--- src/bsd_pkg.sv ---
package bsd_pkg;

   // encodings as reported on the result channel
   localparam logic [1:0] ENC_ASCII = 2'd0;
   localparam logic [1:0] ENC_UTF8  = 2'd1;
   localparam logic [1:0] ENC_LE16  = 2'd2;
   localparam logic [1:0] ENC_BE16  = 2'd3;

   // sniff phases
   localparam logic [1:0] PH_FIRST  = 2'd0;
   localparam logic [1:0] PH_REPEAT = 2'd1;
   localparam logic [1:0] PH_DECODE = 2'd2;

   // sniff verdicts, low two bits of a mark verdict give its encoding
   localparam logic [2:0] VERD_UTF8 = 3'd1;
   localparam logic [2:0] VERD_LE16 = 3'd2;
   localparam logic [2:0] VERD_BE16 = 3'd3;
   localparam logic [2:0] VERD_WAIT = 3'd4;
   localparam logic [2:0] VERD_NONE = 3'd5;

   // mark bytes and substitution unit
   localparam logic [7:0]  BYTE_FF     = 8'hff;
   localparam logic [7:0]  BYTE_FE     = 8'hfe;
   localparam logic [7:0]  BYTE_EF     = 8'hef;
   localparam logic [7:0]  BYTE_BB     = 8'hbb;
   localparam logic [7:0]  BYTE_BF     = 8'hbf;
   localparam logic [15:0] UNIT_QMARK  = 16'h003f;

   localparam int BSD_QUEUE_DEPTH = 4;

   typedef struct packed {
      logic [15:0] accum;
      logic [1:0]  remaining;
      logic [7:0]  low_byte;
      logic        half_held;
   } dec_state_type;

   localparam dec_state_type DEC_CLEAR = '0;

   typedef struct packed {
      dec_state_type st;
      logic          emit;
      logic [15:0]   unit;
   } dec_result_type;

   // one queue entry holds all results of one request
   typedef struct packed {
      logic [1:0]       count;
      logic [2:0][15:0] units;
      logic [1:0]       enc;
   } entry_type;

   typedef struct packed {
      logic      push;
      entry_type entry;
   } push_type;

   typedef struct packed {
      logic      valid;
      entry_type entry;
   } head_type;

   // one byte through the decoder
   function automatic dec_result_type decode_byte(logic [1:0] mode, dec_state_type st,
                                                  logic [7:0] b);
      dec_result_type r;
      r.st   = st;
      r.emit = 1'b0;
      r.unit = '0;
      unique case (mode)
         ENC_ASCII: begin
            r.emit = 1'b1;
            r.unit = {8'h00, b};
         end
         ENC_UTF8: begin
            priority if (st.remaining == 2'd2) begin
               r.st.accum     = st.accum | {4'h0, b[5:0], 6'h00};
               r.st.remaining = 2'd1;
            end else if (st.remaining == 2'd1) begin
               r.emit         = 1'b1;
               r.unit         = st.accum | {10'h000, b[5:0]};
               r.st.accum     = '0;
               r.st.remaining = 2'd0;
            end else if (!b[7]) begin
               r.emit = 1'b1;
               r.unit = {8'h00, b};
            end else if (b[7:5] == 3'b110) begin
               r.st.accum     = {5'h00, b[4:0], 6'h00};
               r.st.remaining = 2'd1;
            end else if (b[7:4] == 4'b1110) begin
               r.st.accum     = {b[3:0], 12'h000};
               r.st.remaining = 2'd2;
            end else begin
               r.emit = 1'b1;
               r.unit = UNIT_QMARK;
            end
         end
         ENC_LE16: begin
            if (st.half_held) begin
               r.emit         = 1'b1;
               r.unit         = {b, st.low_byte};
               r.st.half_held = 1'b0;
            end else begin
               r.st.low_byte  = b;
               r.st.half_held = 1'b1;
            end
         end
         ENC_BE16: begin
            if (st.half_held) begin
               r.emit         = 1'b1;
               r.unit         = {st.low_byte, b};
               r.st.half_held = 1'b0;
            end else begin
               r.st.low_byte  = b;
               r.st.half_held = 1'b1;
            end
         end
      endcase
      return r;
   endfunction

   // verdict on the sniff buffer holding n bytes
   function automatic logic [2:0] judge_sniff(logic [1:0] n, logic [7:0] b0, logic [7:0] b1,
                                              logic [7:0] b2, logic at_end);
      logic [2:0] v;
      v = VERD_NONE;
      if (n <= 2'd1) begin
         if (b0 == BYTE_FF || b0 == BYTE_FE || b0 == BYTE_EF) begin
            v = at_end ? VERD_NONE : VERD_WAIT;
         end
      end else if (n == 2'd2) begin
         if (b0 == BYTE_FF && b1 == BYTE_FE) begin
            v = VERD_LE16;
         end else if (b0 == BYTE_FE && b1 == BYTE_FF) begin
            v = VERD_BE16;
         end else if (b0 == BYTE_EF && b1 == BYTE_BB) begin
            v = at_end ? VERD_NONE : VERD_WAIT;
         end
      end else if (b0 == BYTE_EF && b1 == BYTE_BB && b2 == BYTE_BF) begin
         v = VERD_UTF8;
      end
      return v;
   endfunction

endpackage

--- src/bsd_req_if.sv ---
interface bsd_req_if;
   logic       valid;
   logic       ready;
   logic [7:0] data_byte;
   logic       chunk_end;
   logic       new_text;

   modport source (output valid, output data_byte, output chunk_end, output new_text,
                   input ready);
   modport sink (input valid, input data_byte, input chunk_end, input new_text,
                 output ready);
endinterface

--- src/bsd_rsp_if.sv ---
interface bsd_rsp_if;
   logic        valid;
   logic        ready;
   logic [15:0] code_unit;
   logic [1:0]  encoding_now;
   logic        last_of_run;

   modport source (output valid, output code_unit, output encoding_now, output last_of_run,
                   input ready);
   modport sink (input valid, input code_unit, input encoding_now, input last_of_run,
                 output ready);
endinterface

--- src/bom_sniff_text_decoder_unit.sv ---
// byte-order-mark sniffing text decoder
//
// req_chan carries one text byte per request with chunk_end and new_text
// flags; rsp_chan returns 16-bit code units, the encoding in use and
// last_of_run on the final unit caused by one request. A request may cause
// zero to three units; one that causes none produces nothing on rsp_chan.
// Throughput: one request per cycle while the queue has space. All sniff and
// decode work of a request is done in the cycle it is accepted, and its units
// go into a queue of QueueDepth entries (one entry per request that causes
// units). The result stage drains one unit per cycle while rsp_chan is
// ready. A request's units are written to the queue, then loaded one by one
// into the result register. When rsp_chan stalls, the queue keeps taking
// requests until it is full, then req_chan.ready drops. Reset (synchronous)
// empties the queue and the result register and returns the decoder to ASCII
// with nothing emitted; new_text does the same for decoder state only.
module bom_sniff_text_decoder_unit #(
   parameter int QueueDepth = bsd_pkg::BSD_QUEUE_DEPTH
) (
   input  logic       clock,
   input  logic       reset,
   bsd_req_if.sink    req_chan,
   bsd_rsp_if.source  rsp_chan
);
   import bsd_pkg::*;

   push_type push;
   head_type head;
   logic     space_ok;
   logic     pop;

   // sniff and decode
   bsd_front u_front (
      .clock    (clock),
      .reset    (reset),
      .req      (req_chan),
      .space_ok (space_ok),
      .push     (push)
   );

   // per-request result queue
   bsd_queue #(
      .Depth (QueueDepth)
   ) u_queue (
      .clock    (clock),
      .reset    (reset),
      .push     (push),
      .space_ok (space_ok),
      .head     (head),
      .pop      (pop)
   );

   // unit-by-unit output
   bsd_back u_back (
      .clock (clock),
      .reset (reset),
      .head  (head),
      .pop   (pop),
      .rsp   (rsp_chan)
   );

   // no result right after reset
   a_reset_quiet : assert property (@(posedge clock) reset |=> !rsp_chan.valid)
      else $error("result valid after reset");

   // units of one run follow back to back with one encoding
   a_run_contiguous : assert property (@(posedge clock) disable iff (reset)
      (rsp_chan.valid && rsp_chan.ready && !rsp_chan.last_of_run) |=>
      (rsp_chan.valid && rsp_chan.encoding_now == $past(rsp_chan.encoding_now)))
      else $error("run of units broken");

endmodule

--- src/bsd_front.sv ---
module bsd_front (
   input  logic               clock,
   input  logic               reset,
   bsd_req_if.sink            req,
   input  logic               space_ok,
   output bsd_pkg::push_type  push
);
   import bsd_pkg::*;

   logic [1:0]       mode_ff, mode_in;
   logic             empty_ff, empty_in;
   logic [1:0]       phase_ff, phase_in;
   logic [1:0]       count_ff, count_in;
   dec_state_type    dec_ff, dec_in;
   logic [2:0][7:0]  sniff_ff, sniff_in;

   logic             accept;
   logic [1:0]       s_mode, s_phase, s_count;
   logic             s_empty;
   dec_state_type    s_dec;
   logic [1:0]       idx, cnt;
   logic [2:0]       verdict;
   logic [2:0]       en;
   logic [2:0][7:0]  dbyte;
   dec_result_type   r0, r1, r2;
   dec_state_type    st1, st2, st3;
   logic [2:0]       emits;
   logic [2:0][15:0] cand;
   logic [2:0][15:0] units;
   logic [1:0]       n;

   assign req.ready = space_ok;
   assign accept    = req.valid && space_ok;

   // state as seen by this request, fresh text clears it first
   always_comb begin
      if (req.new_text) begin
         s_mode  = ENC_ASCII;
         s_empty = 1'b1;
         s_phase = PH_FIRST;
         s_count = 2'd0;
         s_dec   = DEC_CLEAR;
      end else begin
         s_mode  = mode_ff;
         s_empty = empty_ff;
         s_phase = phase_ff;
         s_count = count_ff;
         s_dec   = dec_ff;
      end
   end

   // sniffing and selection of bytes to decode
   always_comb begin
      mode_in  = s_mode;
      phase_in = s_phase;
      count_in = s_count;
      sniff_in = sniff_ff;
      en       = 3'b000;
      dbyte    = sniff_ff;
      idx      = (s_count == 2'd3) ? 2'd2 : s_count;
      cnt      = idx + 2'd1;
      verdict  = VERD_WAIT;
      if (s_phase == PH_FIRST || s_phase == PH_REPEAT) begin
         sniff_in[idx] = req.data_byte;
         verdict = judge_sniff(cnt, sniff_in[0], sniff_in[1], sniff_in[2], req.chunk_end);
         if (verdict == VERD_NONE) begin
            if (s_phase == PH_FIRST) begin
               mode_in = ENC_ASCII;
            end
            phase_in = PH_DECODE;
            dbyte    = sniff_in;
            en       = (cnt == 2'd1) ? 3'b001 : ((cnt == 2'd2) ? 3'b011 : 3'b111);
            count_in = 2'd0;
         end else if (verdict != VERD_WAIT) begin
            if (s_phase == PH_FIRST) begin
               mode_in  = verdict[1:0];
               phase_in = PH_REPEAT;
            end else begin
               phase_in = (verdict[1:0] == s_mode) ? PH_REPEAT : PH_DECODE;
            end
            count_in = 2'd0;
         end else begin
            count_in = cnt;
         end
      end else begin
         en       = 3'b001;
         dbyte[0] = req.data_byte;
      end
      // end of chunk restarts the sniff buffer
      if (req.chunk_end) begin
         count_in = 2'd0;
      end
   end

   // up to three decode steps in a row
   always_comb begin
      r0  = decode_byte(mode_in, s_dec, dbyte[0]);
      st1 = en[0] ? r0.st : s_dec;
      r1  = decode_byte(mode_in, st1, dbyte[1]);
      st2 = en[1] ? r1.st : st1;
      r2  = decode_byte(mode_in, st2, dbyte[2]);
      st3 = en[2] ? r2.st : st2;
      emits = en & {r2.emit, r1.emit, r0.emit};
      cand  = {r2.unit, r1.unit, r0.unit};
   end

   // pack emitted units in order
   always_comb begin
      units = '0;
      n     = 2'd0;
      for (int i = 0; i < 3; i++) begin
         if (emits[i]) begin
            units[n] = cand[i];
            n        = n + 2'd1;
         end
      end
   end

   // end of chunk drops partial sequences
   always_comb begin
      empty_in = s_empty & ~(|emits);
      dec_in   = st3;
      if (req.chunk_end) begin
         dec_in = DEC_CLEAR;
      end
   end

   always_ff @(posedge clock) begin
      if (reset) begin
         mode_ff  <= ENC_ASCII;
         empty_ff <= 1'b1;
         phase_ff <= PH_FIRST;
         count_ff <= 2'd0;
         dec_ff   <= DEC_CLEAR;
      end else if (accept) begin
         mode_ff  <= mode_in;
         empty_ff <= empty_in;
         phase_ff <= req.chunk_end ? (empty_in ? PH_FIRST : PH_DECODE) : phase_in;
         count_ff <= count_in;
         dec_ff   <= dec_in;
      end
   end

   // sniff buffer, read only where written in the same sniff
   always_ff @(posedge clock) begin
      if (accept) begin
         sniff_ff <= sniff_in;
      end
   end

   // results of this request toward the queue
   assign push.push        = accept && (n != 2'd0);
   assign push.entry.count = n;
   assign push.entry.units = units;
   assign push.entry.enc   = mode_in;

endmodule

--- src/bsd_queue.sv ---
module bsd_queue #(
   parameter int Depth = bsd_pkg::BSD_QUEUE_DEPTH
) (
   input  logic               clock,
   input  logic               reset,
   input  bsd_pkg::push_type  push,
   output logic               space_ok,
   output bsd_pkg::head_type  head,
   input  logic               pop
);
   import bsd_pkg::*;

   localparam int PtrW = (Depth > 1) ? $clog2(Depth) : 1;
   localparam int LvlW = $clog2(Depth + 1);

   entry_type         mem_ff [Depth];
   logic [PtrW-1:0]   wr_ptr_ff, wr_ptr_in;
   logic [PtrW-1:0]   rd_ptr_ff, rd_ptr_in;
   logic [LvlW-1:0]   level_ff, level_in;
   logic              do_push, do_pop;

   assign space_ok   = (level_ff != LvlW'(Depth));
   assign head.valid = (level_ff != '0);
   assign head.entry = mem_ff[rd_ptr_ff];
   assign do_push    = push.push && space_ok;
   assign do_pop     = pop && head.valid;

   // pointer and fill level
   always_comb begin
      wr_ptr_in = wr_ptr_ff;
      rd_ptr_in = rd_ptr_ff;
      level_in  = level_ff;
      if (do_push) begin
         wr_ptr_in = (wr_ptr_ff == PtrW'(Depth - 1)) ? '0 : wr_ptr_ff + 1'b1;
      end
      if (do_pop) begin
         rd_ptr_in = (rd_ptr_ff == PtrW'(Depth - 1)) ? '0 : rd_ptr_ff + 1'b1;
      end
      unique case ({do_push, do_pop})
         2'b10:   level_in = level_ff + 1'b1;
         2'b01:   level_in = level_ff - 1'b1;
         default: level_in = level_ff;
      endcase
   end

   always_ff @(posedge clock) begin
      if (reset) begin
         wr_ptr_ff <= '0;
         rd_ptr_ff <= '0;
         level_ff  <= '0;
      end else begin
         wr_ptr_ff <= wr_ptr_in;
         rd_ptr_ff <= rd_ptr_in;
         level_ff  <= level_in;
      end
   end

   // entry storage
   always_ff @(posedge clock) begin
      if (do_push) begin
         mem_ff[wr_ptr_ff] <= push.entry;
      end
   end

endmodule

--- src/bsd_back.sv ---
module bsd_back (
   input  logic               clock,
   input  logic               reset,
   input  bsd_pkg::head_type  head,
   output logic               pop,
   bsd_rsp_if.source          rsp
);
   import bsd_pkg::*;

   logic [1:0]  pos_ff, pos_in;
   logic        valid_ff, valid_in;
   logic [15:0] unit_ff;
   logic [1:0]  enc_ff;
   logic        last_ff;
   logic        load, take, is_last;

   // output register reloads when empty or taken
   assign load    = !valid_ff || rsp.ready;
   assign take    = load && head.valid;
   assign is_last = (pos_ff + 2'd1 == head.entry.count);
   assign pop     = take && is_last;

   always_comb begin
      valid_in = load ? head.valid : valid_ff;
      pos_in   = pos_ff;
      if (take) begin
         pos_in = is_last ? 2'd0 : pos_ff + 2'd1;
      end
   end

   always_ff @(posedge clock) begin
      if (reset) begin
         valid_ff <= 1'b0;
         pos_ff   <= 2'd0;
      end else begin
         valid_ff <= valid_in;
         pos_ff   <= pos_in;
      end
   end

   // result payload
   always_ff @(posedge clock) begin
      if (take) begin
         unit_ff <= head.entry.units[pos_ff];
         enc_ff  <= head.entry.enc;
         last_ff <= is_last;
      end
   end

   assign rsp.valid        = valid_ff;
   assign rsp.code_unit    = unit_ff;
   assign rsp.encoding_now = enc_ff;
   assign rsp.last_of_run  = last_ff;

endmodule
--- src/flat_wrapper.sv ---
// flat-port wrapper written by rule: the top's interface ports become plain ports
module bom_sniff_text_decoder_unit_flat import bsd_pkg::*;
#(
   parameter int QueueDepth = bsd_pkg::BSD_QUEUE_DEPTH
)
  (clock, reset, req_chan_valid, req_chan_data_byte, req_chan_chunk_end, req_chan_new_text, req_chan_ready, rsp_chan_valid, rsp_chan_code_unit, rsp_chan_encoding_now, rsp_chan_last_of_run, rsp_chan_ready);
  bsd_req_if req_chan_i ();
  bsd_rsp_if rsp_chan_i ();
  input  logic clock;
  input  logic reset;
  input wire logic [$bits(req_chan_i.valid)-1:0] req_chan_valid;
  input wire logic [$bits(req_chan_i.data_byte)-1:0] req_chan_data_byte;
  input wire logic [$bits(req_chan_i.chunk_end)-1:0] req_chan_chunk_end;
  input wire logic [$bits(req_chan_i.new_text)-1:0] req_chan_new_text;
  output wire logic [$bits(req_chan_i.ready)-1:0] req_chan_ready;
  output wire logic [$bits(rsp_chan_i.valid)-1:0] rsp_chan_valid;
  output wire logic [$bits(rsp_chan_i.code_unit)-1:0] rsp_chan_code_unit;
  output wire logic [$bits(rsp_chan_i.encoding_now)-1:0] rsp_chan_encoding_now;
  output wire logic [$bits(rsp_chan_i.last_of_run)-1:0] rsp_chan_last_of_run;
  input wire logic [$bits(rsp_chan_i.ready)-1:0] rsp_chan_ready;
  assign req_chan_i.valid = req_chan_valid;
  assign req_chan_i.data_byte = req_chan_data_byte;
  assign req_chan_i.chunk_end = req_chan_chunk_end;
  assign req_chan_i.new_text = req_chan_new_text;
  assign req_chan_ready = req_chan_i.ready;
  assign rsp_chan_valid = rsp_chan_i.valid;
  assign rsp_chan_code_unit = rsp_chan_i.code_unit;
  assign rsp_chan_encoding_now = rsp_chan_i.encoding_now;
  assign rsp_chan_last_of_run = rsp_chan_i.last_of_run;
  assign rsp_chan_i.ready = rsp_chan_ready;
  bom_sniff_text_decoder_unit #(.QueueDepth(QueueDepth)) u_core (.clock(clock), .reset(reset), .req_chan(req_chan_i), .rsp_chan(rsp_chan_i));
endmodule
--- config.mk ---
export PLATFORM = sky130hd
export DESIGN_NAME = bom_sniff_text_decoder_unit_flat
export DESIGN_NICKNAME = d
export VERILOG_FILES = /design/src/bsd_pkg.sv /design/src/bsd_req_if.sv /design/src/bsd_rsp_if.sv /design/src/bom_sniff_text_decoder_unit.sv /design/src/bsd_front.sv /design/src/bsd_queue.sv /design/src/bsd_back.sv /design/src/flat_wrapper.sv
export SDC_FILE = /design/constraint.sdc
export NUM_CORES = 1
export LEC_CHECK = 0
export ABC_AREA = 0
export BUFFER_PORTS_ARGS = -buffer_cell sky130_fd_sc_hd__buf_2
export CAP_MARGIN = 20
export CORE_AREA = 4 4 224 226
export CTS_CLUSTER_DIAMETER = 200
export DETAILED_ROUTE_END_ITERATION = 7
export DIE_AREA = 0 0 228 230
export SKIP_LAST_GASP = 1
export SLEW_MARGIN = 20
export SYNTH_ARGS = -nofsm -noshare
export SYNTH_HDL_FRONTEND = slang
export SYNTH_SLANG_ARGS = --single-unit
--- constraint.sdc ---
create_clock -name clock -period 7.8 [get_ports clock]
set_input_delay 0.78 -clock clock [delete_from_list [all_inputs] [get_ports clock]]
set_output_delay 0.78 -clock clock [all_outputs]
set_load 0.02 [all_outputs]
==> run summary <==
The sink count of the clock tree is 297. After clock tree synthesis, the repair step resized 0 gates. Setup violations remaining at the end of the flow were counted as 0. The upper clock frequency limit came out at 154 MHz. STA classifies the critical path endpoint as a flip-flop. The critical path is of the reg -> reg type. Pin placement for this block handled 35 I/O pins. The number of hold violations in the final report was 0. The total instance count after detailed placement came out at 2036. In this design, the largest share of critical-path delay is due to compound AO/OA/AOI/OAI gates. Across the routed clock network, the largest skew measured is between 0.02 and 0.03 ns. The final cell count without fillers is 2094. The share of Yosys cell area claimed by the top area cell type is 0.466. Of the cells placed in the final design, the portion with a size suffix greater than 1 is 0.166. The number of cell instances on the worst register-to-register path is 21. The number of pins exceeding their max-slew limit in the final report came to 0. The worst setup slack after layout is 1.30 ns. The slowest stage of the critical path belongs to the cell sky130_fd_sc_hd__dfxtp_1. For the worst setup path, the data arrival time is 6.96 ns. The combinational fraction of design power is 0.229.

The minimum setup slack after placement came out at 1.06 ns. The total number of nets in the final design came out at 1475. The count of hold-fix buffers inserted at cts is 0. The internal portion of the total power is 0.00323 W.

The cell leakage power is 6.37 nW. The congestion estimate from routability-driven global placement came to just under 1. The number of buffers on the longest clock path came out at 3. Summed over all nets, the half-perimeter wirelength after detailed placement is 36.6 mm. Dividing the synthesized area by the synthesized cell count gives 11.4 um^2. In this run the tightest slew margin relative to its limit is 0.286. The number of vias in the routed layout came out at 12300. The max-capacitance violation count came out at 0. In the final timing run, aggregate negative setup slack is 0 ns. The floorplan has 81 rows. The instance count on the critical path came out at 21. The CTS clock-pin slew for the worst setup and hold paths came out at around 0.05 ns. The via count of the first global-routing pass came out at approximately 12000.

The share of synthesized registers carrying an async set or reset came out at 0. The most critical setup path has its endpoint at u_core.u_queue.level_ff[2]. The proportion of synthesized chip area in sequential cells came out at 0.523. The remaining design rule violation count is 0.

The number of antenna diodes in the final layout is 0. The flip-flop and latch area is between 8000 and 9000 um^2. The sum of overflow across all layers after global routing is 0. Walking the worst path, the cells encountered are o21ba_1 > mux2i_4 > inv_2 > a211oi_2 > o211a_1 > o211ai_1 > a31oi_1 > o21ai_0 > o21ai_0 > o21ai_1 > a221o_1 > ha_1 > a211oi_1 > a311oi_4 > inv_1 > ha_1 > inv_1 > fa_1 > xor2_1 > or3_1 > a21oi_1.

The share of power burned in registers is 0.444. The detailed-route vias per instance came out at 5.88. The die area is 52400 um^2. The buffers plus inverters on the worst setup path came out at 3. The CTS buffer count came out at 34. For this run, the leading register cell type out of synthesis is sky130_fd_sc_hd__edfxtp_1. The number of detailed-route iterations in the first pass is 6. The area of the mapped netlist is 16200 um^2.

The overall die width is about 230 um. The library cell occupying the most area in the post-synthesis netlist is sky130_fd_sc_hd__edfxtp_1. In this run the critical register-to-register path is captured at u_core.u_queue.level_ff[2]. The required time of the critical path is 8.27 ns. For the pin with the worst max-slew slack, the measured transition is 1.04 ns. The critical-path maximum fanout came out at 14. STA classifies the critical path startpoint as a flip-flop.

Across the VDD grid, the largest voltage drop is 135 uV. The count of state elements after synthesis is 297. In the final routed layout, each cell accounts on average for 24.5 um. The number of levels in the clock H-tree came out at 2. The worst flop-to-flop path startpoint is u_core.u_front.count_ff[1]. The area growth from synthesis to layout is 12.5%. The register-to-register setup slack came out at 1.30 ns.

The maximum number of pins on one net before global-route repair is 53. The multi-input combinational cell area is 7190 um^2. The initial utilization of the core area, before any placement, comes to 0.334. The number of nets handed over by synthesis was 1444. The quantity of I/O buffers inserted on ports is 34. The worst setup path startpoint is u_core.u_front.count_ff[1].

The longest individual stage delay on the worst path is 0.62 ns. The antenna violation net count after detailed routing is 0. Of the total power, the share spent switching nets is 0.300. The net switching power is 0.00139 W. The floorplan step set the die height to between 200 and 250 um. The share of total power dissipated in the clock network is 0.326. The run finished with clean final reports. Setup repair after global routing left no endpoint under its margin. The overall power came out at about 0.0046 W. The number of unique standard cell types used by synthesis came out at 100. The area inside the core boundary came out at 48300 um^2.

The iteration-0 DRC count of the detailed router came out at 1298. The synthesized design contains ~250 enable-type register cells. The worst hold path belongs to the class reg -> reg.

The ratio of total power to cell area is roughly 250 nW/um^2. Ranked by total cell area, the synthesized netlist is headed by sky130_fd_sc_hd__edfxtp_1 (47%), sky130_fd_sc_hd__mux4_2 (7.2%), sky130_fd_sc_hd__dfxtp_1 (5.7%). In the synthesized netlist, the number of instances is 1419. The final clock period utilization by the worst path came out at 0.833.

During synthesis, Yosys emitted a total of 0 warnings. The cell sitting at the root of the clock tree is a sky130_fd_sc_hd__clkbuf_16. The minimum period implied by the final worst setup slack came out at 6.50 ns. The number of antenna violations at the first check in global routing came out at 0. The routed wire length came out at 51.3 mm. The total global routing track utilization came out at 0.190. The first-pass GRT wire length is 76.6 mm.

The fill cell instance count of the final layout came out at about 4700. The post-CTS setup buffer count came out at 0. TritonCTS built the clock tree. The clock latency reported for the late side of the worst-skew pair came out at 0.55 ns.
## power by group through the flow
stage	Clock [W]	Combinational (W)	Sequential, W
detailed placement	0	0.00107	0.00209
global placement	0	0.00106	0.00208
global route	0.00162	0.00115	0.00207
floorplan	0	0.000652	0.00214
CTS	0.00155	0.00107	0.00206
finish	0.00151	0.00106	0.00205
## state kept, by name, summed over array words and instances, names as in the netlist, named ones only
register / cells
u_core.u_queue.mem_ff: 208
u_core.u_front.dec_ff: 27
u_core.u_front.sniff_ff: 24
u_core.u_back.rsp.code_unit: 16
u_core.u_queue.level_ff: 3
u_core.u_back.pos_ff: 2
u_core.u_back.rsp.encoding_now: 2
u_core.u_front.count_ff: 2
u_core.u_front.mode_ff: 2
u_core.u_front.phase_ff: 2
u_core.u_queue.rd_ptr_ff: 2
u_core.u_queue.wr_ptr_ff: 2
u_core.u_back.rsp.last_of_run: 1
u_core.u_back.rsp.valid: 1
u_core.u_front.empty_ff: 1
## cells in the mapped netlist (4+ instances only)
master / n
sky130_fd_sc_hd__xor2_1: 5
sky130_fd_sc_hd__o21ai_0: 63
sky130_fd_sc_hd__a21oi_1: 103
sky130_fd_sc_hd__or3_1: 11
sky130_fd_sc_hd__mux4_2: 52
sky130_fd_sc_hd__o2bb2ai_1: 5
sky130_fd_sc_hd__nor2b_1: 9
sky130_fd_sc_hd__a22o_1: 10
sky130_fd_sc_hd__buf_2: 9
sky130_fd_sc_hd__o221ai_1: 7
sky130_fd_sc_hd__nand2_1: 147
sky130_fd_sc_hd__nand4_1: 5
sky130_fd_sc_hd__dfxtp_1: 46
sky130_fd_sc_hd__nor3b_1: 7
sky130_fd_sc_hd__a311oi_1: 8
sky130_fd_sc_hd__buf_1: 12
sky130_fd_sc_hd__inv_1: 49
sky130_fd_sc_hd__and3_1: 10
sky130_fd_sc_hd__mux2_2: 21
sky130_fd_sc_hd__o22ai_1: 42
sky130_fd_sc_hd__edfxtp_1: 251
sky130_fd_sc_hd__a31oi_1: 13
sky130_fd_sc_hd__and2_1: 16
sky130_fd_sc_hd__a21o_1: 11
sky130_fd_sc_hd__o21ai_1: 4
sky130_fd_sc_hd__nand3_1: 37
sky130_fd_sc_hd__a211oi_2: 4
sky130_fd_sc_hd__o211ai_1: 8
sky130_fd_sc_hd__buf_4: 4
sky130_fd_sc_hd__o21a_1: 10
sky130_fd_sc_hd__clkbuf_1: 53
sky130_fd_sc_hd__o22a_1: 4
sky130_fd_sc_hd__nor2_1: 118
sky130_fd_sc_hd__a211o_1: 6
sky130_fd_sc_hd__a211oi_1: 16
sky130_fd_sc_hd__nor3_1: 31
sky130_fd_sc_hd__nor4_1: 6
sky130_fd_sc_hd__a22oi_1: 17
sky130_fd_sc_hd__o31ai_1: 9
sky130_fd_sc_hd__mux2i_1: 70
sky130_fd_sc_hd__ha_1: 10
sky130_fd_sc_hd__a32oi_1: 13
## layout make-up
class / instances / share of cell area
Multi-Input combinational cell: 990 / 0.396
Tap cell: 622 / 0.0428
Clock inverter: 12 / 0.00502
Timing Repair Buffer: 74 / 0.0288
Inverter: 53 / 0.0109
Sequential cell: 297 / 0.465
Clock buffer: 46 / 0.0515
## worst reg2reg max path: stages (launching register included)
cell	delay, ns
sky130_fd_sc_hd__dfxtp_1	0.62
sky130_fd_sc_hd__o21ba_1	0.63
sky130_fd_sc_hd__mux2i_4	0.45
sky130_fd_sc_hd__inv_2	0.11
sky130_fd_sc_hd__a211oi_2	0.34
sky130_fd_sc_hd__o211a_1	0.41
sky130_fd_sc_hd__o211ai_1	0.24
sky130_fd_sc_hd__a31oi_1	0.28
sky130_fd_sc_hd__o21ai_0	0.23
sky130_fd_sc_hd__o21ai_0	0.21
sky130_fd_sc_hd__o21ai_1	0.11
sky130_fd_sc_hd__a221o_1	0.50
sky130_fd_sc_hd__ha_1	0.47
sky130_fd_sc_hd__a211oi_1	0.36
sky130_fd_sc_hd__a311oi_4	0.13
sky130_fd_sc_hd__inv_1	0.10
sky130_fd_sc_hd__ha_1	0.18
sky130_fd_sc_hd__inv_1	0.06
sky130_fd_sc_hd__fa_1	0.37
sky130_fd_sc_hd__xor2_1	0.18
sky130_fd_sc_hd__or3_1	0.31
sky130_fd_sc_hd__a21oi_1	0.14
## how the worst min path moves through the flow
| stage | startpoint | slack (ns) | endpoint | depth (start not counted) |
|---|---|---|---|---|
| after floorplan | u_core.u_front.dec_ff[25] | 0.44 | u_core.u_front.dec_ff[25] | 2 |
| after global placement | u_core.u_back.rsp.valid | 0.46 | u_core.u_back.rsp.valid | 2 |
| after detailed placement | u_core.u_front.dec_ff[22] | 0.47 | u_core.u_front.dec_ff[22] | 2 |
| after CTS | u_core.u_queue.rd_ptr_ff[1] | 0.48 | flip-flop | 2 |
| after global routing | u_core.u_front.dec_ff[22] | 0.50 | u_core.u_front.dec_ff[22] | 2 |
| final | u_core.u_back.rsp.valid | 0.47 | u_core.u_back.rsp.valid | 2 |
## metal layers
| layer | global-route usage | share of wire |
|---|---|---|
| met5 | 0 | 0 |
| met4 | 0.0853 | 0.049 |
| met3 | 0.0341 | 0.064 |
| met2 | 0.302 | 0.46 |
| met1 | 0.255 | 0.43 |
## layout by cell type (no fill, tap or decap), drive strengths merged, types with 13 or more instances in the layout
master,count
a32oi,13
nor3,34
a22oi,17
a31oi,13
clkbuf,46
dfxtp,46
nor2,120
nand3,38
mux4,52
o22ai,42
inv,54
mux2,22
mux2i,72
buf,74
a211oi,22
edfxtp,251
and2,18
o21ai,69
nand2,147
a21oi,105
## per-stage QoR
| step | utilization | instance area, um^2 | hold slack (ns) |
|---|---|---|---|
| after detailed placement | 0.355 | 17200 | 0.468 |
| after CTS | 0.376 | 18200 | 0.478 |
| final | 0.376 | 18200 | 0.472 |
| after floorplan | - | 16200 | 0.445 |
| after global routing | 0.376 | 18200 | 0.499 |
| after global placement | 0.355 | 17200 | 0.457 |
## kinds of logic after synthesis
logic type / after synthesis / share of synthesized area
buffers and inverters: 132 / 0.0327
muxes: 146 / 0.134
and+or+nand+nor: 426 / 0.125
adders and majority gates: 12 / 0.00960
AOI/OAI and AO/OA: 399 / 0.171
DFF: 297 / 0.523
xor gates and xnor gates: 7 / 0.00379
(Power assumes the default switching activity.)
